**src/rtl/lpht_pkg.sv**
```systemverilog
// Shared constants, codes and types of the linear probing hash table.
package lpht_pkg;

    localparam int TABLE_SLOTS_DEF = 32;
    localparam int KEY_W           = 160;
    localparam int VALUE_W         = 64;
    localparam int KEY_BYTES       = 20;
    localparam int HASH_W          = 32;
    localparam int SLOT_W          = 5;
    localparam int IN_DATA_W       = 224;
    localparam int OUT_DATA_W      = 72;

    localparam logic [1:0] MODE_SEARCH = 2'd0;
    localparam logic [1:0] MODE_INSERT = 2'd1;
    localparam logic [1:0] MODE_DELETE = 2'd2;

    localparam logic [1:0] SLOT_EMPTY   = 2'd0;
    localparam logic [1:0] SLOT_USED    = 2'd1;
    localparam logic [1:0] SLOT_DELETED = 2'd2;

    localparam logic [1:0] ST_OK   = 2'd0;
    localparam logic [1:0] ST_MISS = 2'd1;
    localparam logic [1:0] ST_FULL = 2'd2;

    typedef enum logic [2:0] {
        H_IDLE,
        H_ROUND,
        H_FIN0,
        H_FIN1,
        H_FIN2,
        H_MOD,
        H_RED
    } hash_state_t;

    typedef enum logic [2:0] {
        T_CLEAR,
        T_IDLE,
        T_HASH,
        T_READ,
        T_CHECK
    } top_state_t;

    typedef struct packed {
        logic       state_we;
        logic       data_we;
        logic [1:0] state;
    } store_wr_t;

endpackage

```
**src/rtl/lpht_hash.sv**
```systemverilog
// Iterative one-at-a-time hash unit; the home slot is the hash modulo the table size, from low bits or a reciprocal.
module lpht_hash
    import lpht_pkg::*;
#(
    parameter int TABLE_SLOTS = TABLE_SLOTS_DEF
)
(
    input  logic                           clk,
    input  logic                           rst_n,
    input  logic                           start,
    input  logic [KEY_W-1:0]               key,
    output logic                           done,
    output logic [$clog2(TABLE_SLOTS)-1:0] home
);

    localparam int IDX_W = $clog2(TABLE_SLOTS);
    localparam bit IS_POW2 = (TABLE_SLOTS == (1 << IDX_W));
    localparam logic [HASH_W-1:0] SLOTS_H = HASH_W'(TABLE_SLOTS);
    localparam logic [HASH_W-1:0] RECIP = HASH_W'((64'd1 << HASH_W) / TABLE_SLOTS);
    localparam logic [4:0] LAST_ROUND = 5'(KEY_BYTES - 1);

    hash_state_t        state_reg;
    hash_state_t        state_next;
    logic [4:0]         cnt_reg;
    logic [4:0]         cnt_next;
    logic               done_reg;
    logic               done_next;
    logic [HASH_W-1:0]  h_reg;
    logic [HASH_W-1:0]  h_next;
    logic [HASH_W-1:0]  q_reg;
    logic [HASH_W-1:0]  q_next;
    logic [IDX_W-1:0]   rem_reg;
    logic [IDX_W-1:0]   rem_next;

    logic [7:0]          key_byte;
    logic [HASH_W-1:0]   round_a;
    logic [HASH_W-1:0]   round_b;
    logic [HASH_W-1:0]   round_c;
    logic [HASH_W-1:0]   fin0;
    logic [HASH_W-1:0]   fin1;
    logic [HASH_W-1:0]   fin2;
    logic [2*HASH_W-1:0] prod;
    logic [HASH_W-1:0]   q_times_n;
    logic [HASH_W-1:0]   diff;
    logic [HASH_W-1:0]   diff_sub;
    logic [IDX_W-1:0]    rem_new;

    assign key_byte = key[{cnt_reg, 3'b000} +: 8];
    assign round_a  = h_reg + {24'd0, key_byte};
    assign round_b  = round_a + (round_a << 10);
    assign round_c  = round_b ^ (round_b >> 6);
    assign fin0     = h_reg + (h_reg << 3);
    assign fin1     = h_reg ^ (h_reg >> 11);
    assign fin2     = h_reg + (h_reg << 15);

    // The estimated quotient is at most one below the true one, so one subtraction finishes.
    assign prod      = {{HASH_W{1'b0}}, h_reg} * {{HASH_W{1'b0}}, RECIP};
    assign q_times_n = q_reg * SLOTS_H;
    assign diff      = h_reg - q_times_n;
    assign diff_sub  = diff - SLOTS_H;
    assign rem_new   = (diff >= SLOTS_H) ? diff_sub[IDX_W-1:0] : diff[IDX_W-1:0];

    always_comb
    begin
        state_next = state_reg;
        unique case (state_reg)
            H_IDLE:
            begin
                if (start)
                begin
                    state_next = H_ROUND;
                end
            end
            H_ROUND:
            begin
                if (cnt_reg == LAST_ROUND)
                begin
                    state_next = H_FIN0;
                end
            end
            H_FIN0:
            begin
                state_next = H_FIN1;
            end
            H_FIN1:
            begin
                state_next = H_FIN2;
            end
            H_FIN2:
            begin
                state_next = IS_POW2 ? H_IDLE : H_MOD;
            end
            H_MOD:
            begin
                state_next = H_RED;
            end
            H_RED:
            begin
                state_next = H_IDLE;
            end
            default:
            begin
                state_next = H_IDLE;
            end
        endcase
    end

    always_comb
    begin
        h_next    = h_reg;
        q_next    = q_reg;
        cnt_next  = cnt_reg;
        rem_next  = rem_reg;
        done_next = 1'b0;
        unique case (state_reg)
            H_IDLE:
            begin
                if (start)
                begin
                    h_next   = '0;
                    cnt_next = '0;
                end
            end
            H_ROUND:
            begin
                h_next   = round_c;
                cnt_next = (cnt_reg == LAST_ROUND) ? 5'd0 : cnt_reg + 5'd1;
            end
            H_FIN0:
            begin
                h_next = fin0;
            end
            H_FIN1:
            begin
                h_next = fin1;
            end
            H_FIN2:
            begin
                h_next   = fin2;
                cnt_next = '0;
                rem_next = '0;
                if (IS_POW2)
                begin
                    rem_next  = fin2[IDX_W-1:0];
                    done_next = 1'b1;
                end
            end
            H_MOD:
            begin
                q_next = prod[2*HASH_W-1:HASH_W];
            end
            H_RED:
            begin
                rem_next  = rem_new;
                done_next = 1'b1;
            end
            default:
            begin
                h_next = h_reg;
            end
        endcase
    end

    always_ff @(posedge clk or negedge rst_n)
    begin
        if (!rst_n)
        begin
            state_reg <= H_IDLE;
            cnt_reg   <= '0;
            done_reg  <= 1'b0;
        end
        else
        begin
            state_reg <= state_next;
            cnt_reg   <= cnt_next;
            done_reg  <= done_next;
        end
    end

    always_ff @(posedge clk)
    begin
        h_reg   <= h_next;
        q_reg   <= q_next;
        rem_reg <= rem_next;
    end

    assign done = done_reg;
    assign home = rem_reg;

endmodule

```
**config.mk**
```make
export PLATFORM = sky130hd
export DESIGN_NAME = lpht_hash
export DESIGN_NICKNAME = d
export VERILOG_FILES = /design/src/rtl/lpht_pkg.sv /design/src/rtl/lpht_hash.sv
export SDC_FILE = /design/constraint.sdc
export NUM_CORES = 1
export LEC_CHECK = 0
export BUFFER_PORTS_ARGS = -buffer_cell sky130_fd_sc_hd__buf_4
export CORE_MARGIN = 5
export CORE_UTILIZATION = 57
export DETAILED_ROUTE_END_ITERATION = 10
export MAX_ROUTING_LAYER = met4
export PLACE_DENSITY = 0.81
export SYNTH_ARGS = -nofsm -noshare
export SYNTH_HDL_FRONTEND = slang
export SYNTH_SLANG_ARGS = --single-unit
```
**constraint.sdc**
```tcl
create_clock -name clk -period 7.7 [get_ports clk]
set_clock_uncertainty 0.1 [all_clocks]
set_input_delay 1.925 -clock clk [delete_from_list [all_inputs] [get_ports clk]]
set_output_delay 1.925 -clock clk [all_outputs]
set_load 0.05 [all_outputs]
```
# --- Word-level counts from Yosys, hierarchy flattened ---
# Index checks and enable logic that the tools add are counted.
op_classes:
  add_sub_neg: 7
  shift: 1
  order_cmp: 1
  mux: 11
  n_reduce_logical: 8
  bitwise_logic: 2
  n_eq_ne: 9
ops:
  columns: ["op", "count"]
  rows:
  - ["$pmux 32 s5", 1]
  - ["$shiftx 160x9->8", 1]
  - ["$add 32x32->32", 3]
  - ["$add 32x8->32", 1]
  - ["$ge 32x6->1 const B", 1]
  - ["$mux 32", 1]
  - ["$sub 32x32->32", 1]
  - ["$xor 32x21->32", 1]
  - ["$xor 32x26->32", 1]
  - ["$mux 5", 3]
  - ["$pmux 3 s5", 1]
  - ["$pmux 5 s3", 1]
  - ["$pmux 5 s2", 1]
  - ["$eq 3x3->1 const B", 3]
  - ["$eq 3x2->1 const B", 2]
  - ["$mux 3", 2]
  - ["$reduce_and 2->1", 3]
  - ["$add 5x1->5 const B", 1]
  - ["$eq 5x5->1 const B", 1]
  - ["$reduce_bool 5->1", 1]
  - ["$sub 5x1->5 const B", 1]
  - ["$ne 2x2->1 const B", 2]
  - ["$eq 3x1->1 const B", 1]
  - ["$logic_not 3->1", 1]
  - ["4 further kinds", 4]
totals:
  elab_cells: 45
  output_inout_bits: 6
  inputBits: 163
  ff_bits: 73

# --- Logic depth before layout (Yosys ltp) ---
depth:
  ltp_word: 5
  mapped_depth: 29
  depth_no_buf: 27

# --- Least setup slack after synthesis ---
# OpenSTA, ideal clock, no wires.
synth_path:
  path_kind: "input -> register"
  start: "input port key[88]"
  end: "register h_reg[30], data pin"
  setup_ns: 0.261
  path_stages: 27
  t_arrival_ns: 6.823
  setup_slack_ns: 0.516
  required_time_ns: 7.339
  path_buffers: 0
  cell_sequence: "mux4_2 -> mux4_2 -> inv_1 -> o22ai_1 -> ha_1 -> inv_1 -> fa_1 -> nor2b_1 -> o21ai_1 -> a21boi_1 -> o21ai_1 -> a21boi_1 -> o21a_1 -> nor2_1 -> nor2_1 -> xor2_1 -> ha_1 -> fa_1 -> a211oi_1 -> o21ai_1 -> nand4b_1 -> a31oi_1 -> a211o_1 -> a21oi_1 -> xor2_1 -> nor2_1 -> a221o_1"
synth_between:
  elab_chain_len: 5
synth_lines:
  columns: ["item", "line", "source"]
  rows:
  - ["from (decl)", "lpht_hash.sv:11", "input logic [KEY_W-1:0] key,"]
  - ["$shiftx 160x9->8", "lpht_hash.sv:48", "assign key_byte = key[{cnt_reg, 3'b000} +: 8];"]
  - ["$add 32x8->32", "lpht_hash.sv:49", "assign round_a = h_reg + {24'd0, key_byte};"]
  - ["$add 32x32->32", "lpht_hash.sv:50", "assign round_b = round_a + (round_a << 10);"]
  - ["$xor 32x26->32", "lpht_hash.sv:51", "assign round_c = round_b ^ (round_b >> 6);"]
  - ["$pmux 32 s5", "lpht_hash.sv:115", "unique case (state_reg)"]
  - ["net h_next[30]", "lpht_hash.sv:29", "logic [HASH_W-1:0] h_next;"]
  - ["to (signal assigned)", "lpht_hash.sv:182", "h_reg <= h_next;"]
  - ["to (decl)", "lpht_hash.sv:28", "logic [HASH_W-1:0] h_reg;"]
# The timed path passes the listed nets, and every way through them passes these cells.
# A chain may end at the register's enable or synchronous reset.

# --- Final worst setup path ---
layout_path:
  start: "input port key[120]"
  end: "register h_reg[30], data pin"
# The elaborated chain is that of the path after synthesis.

==> metrics.txt <==
Antenna Nets Post-Route=0; kind of critical path=in2reg; Peak Freq=~140 MHz; largest net degree at the start of global routing=40; Worst-path clk slew=about 0.07 ns; Vias/cell=6.433; Root Buffer=clkbuf_16; die height=between 100 and 150 microns; GR Overflow Total=0; total die area=0.01552 sq mm; H-tree Lvls=2; CP max FO=9; synthesized area=0.007481 sq mm; leading register cell type out of synthesis=edfxtp_1; core box area=around 0.013 sq mm; total wire length=24550 microns; # port buffers=about 170; proportion of layout cells with a drive suffix above 1=0.2586; clock sinks=46; run status=completed; HP Class=reg2reg; Rows=between 40 and 50; Avg Inst Size Synth=9.035 sq um; Yosys reg bits=46; vias after detailed routing=about 7400; clock buffer depth=2; area leader, netlist=edfxtp_1; first-pass GRT wire length=39190 microns; Critical Path AT=7.32 ns; Finished Layout Cells=around 1200; fin util=0.7183; CTS buffer count=5; max_cap viols=0; max FFs per register=32; count of pins over their slew limit=0; Hold Fails Final Rpt=0; Initial Utilization=0.5880; Slew HR=0.3565; Synth cell types=between 60 and 70; Post-synth ARST share=0.1957; syn_nets=about 1100; Placer Congestion=0.9886; TritonRoute pass-1 iters=7; GRT Util Overall=0.3179; Yosys top cell area share=0.1485; Hold Buf Count CTS=0; initial antenna violation count=0; top post-synthesis cells by count=76 x xnor2_1, 74 x ha_1, 63 x nand2_1; CP Data Required Time=~7.6 ns; worst skew pair latency=~0.28 ns; Post-Syn Instances=roughly 830; CP Launch Type=input pin; Seq/Total Area, Yosys=0.1786; Die W=between 100 and 150 microns; wire per inst=~21 microns; Final setup viols=0; min Tclk post-route=7.382 ns; CP endpoint kind=flip-flop; Syn. warnings=0; NumNets Final=approximately 1200; top-count cell post-synth=xnor2_1; Setup TNS=0 ns; Slew @ Worst Pin=~0.96 ns; CTS tree=yes; I/O pins=around 170; # DRC=0; final worst path period share=0.9587; synth top area cells=edfxtp_1 15%, mux4_2 14%, ha_1 12%; post-DP HPWL=19980 microns; DR iter-0 viols=between 700 and 800; EDFF count, synth=37; placed cell count=approximately 1100; vias in the first global route=7544; synthesis-to-finish area growth=22.16%; antenna diode count=0
==> cells in the final DEF (no fill, tap or decap), types with 22 or more instances in the layout <==
cell / count
a21o_1: 28
a21oi_1: 60
buf_4: 182
edfxtp_1: 37
ha_1: 74
inv_1: 37
mux4_2: 46
nand2_1: 63
nor2_1: 55
o21ai_0: 22
o21ai_1: 32
xnor2_1: 76
xor2_1: 57
==> critical path: stages <==
cell and delay [ns]:
buf_4 0.12, mux4_2 0.47, mux4_2 0.47, inv_1 0.07
o22ai_1 0.08, ha_1 0.23, inv_1 0.07, fa_1 0.20
nor2b_1 0.06, o21ai_1 0.18, a21boi_1 0.11, o21ai_1 0.16
a21boi_1 0.10, o21a_1 0.18, o21ai_1 0.18, buf_4 0.21
nor2b_1 0.07, xor2_1 0.15, ha_1 0.37, a21oi_1 0.20
a21boi_0 0.15, a311oi_2 0.32, a31oi_2 0.18, a211o_1 0.29
a21oi_1 0.18, xor2_1 0.25, nor2_1 0.06, a221o_1 0.28
==> final cells by class <==
type / instances / area, sq um
clock buffers: 5 / 125.1
clock inverters: 3 / 48.80
fillers: 991 / 3583
inverters: 38 / 142.6
multi-input cells: 712 / 5902
flip-flops and latches: 46 / 1339
well taps: 172 / 215.2
repair buffers: 182 / 1366
==> metal layers <==
layer	global-route usage	part of all wire	vias to the layer above
met4	0.07479	0.030	0
met1	0.4406	0.42	3511
met3	0.06561	0.11	60
met2	0.4812	0.44	417
met5	-	0	-
li1	-	-	3461
==> through the flow <==
step           area, sq um  hold WS (ns)  setup WS (ns)
4_1_cts               9099        0.6159         0.3212
3_5_place_dp          8925        0.6010        0.07560
3_3_place_gp          8925        0.6070         0.2107
6_report              9139        0.6246         0.3183
5_1_grt               9139        0.6294       -0.03988
2_1_floorplan         7481        0.4284         0.5160
==> final timing paths <==
| path | slack [ns] | from | endpoint | cells past startpoint |
|---|---|---|---|---|
| worst max-delay path | 0.32 | key[120] | h_reg[30] | 28 |
| worst min-delay path | 0.62 | h_reg[0] | home[0] | 0 |
| worst max register to register | 1.06 | cnt_reg[0] | h_reg[30] | 25 |
| worst min register to register | 0.62 | h_reg[0] | home[0] | 0 |
| max in group asynchronous | 6.00 | rst_n | cnt_reg[1] | 1 |
| min in group asynchronous | 1.35 | rst_n | done | 1 |
==> kinds of logic after synthesis <==
| family | share of synthesized area |
|---|---|
| xor+xnor | 0.1629 |
| flops | 0.1786 |
| simple gates | 0.1253 |
| mux | 0.1427 |
| compound gates | 0.2193 |
| fa+ha+maj | 0.1345 |
| buf+inv | 0.03679 |
==> what timing repair did <==
item	CTS	global route
resized for setup	0	6
setup buffers	0	1
endpoints found under the setup margin	0	8
Power is left out: the tool's default activity adds up to more than one toggle a clock period on the data nets, which glitch-free logic cannot reach.
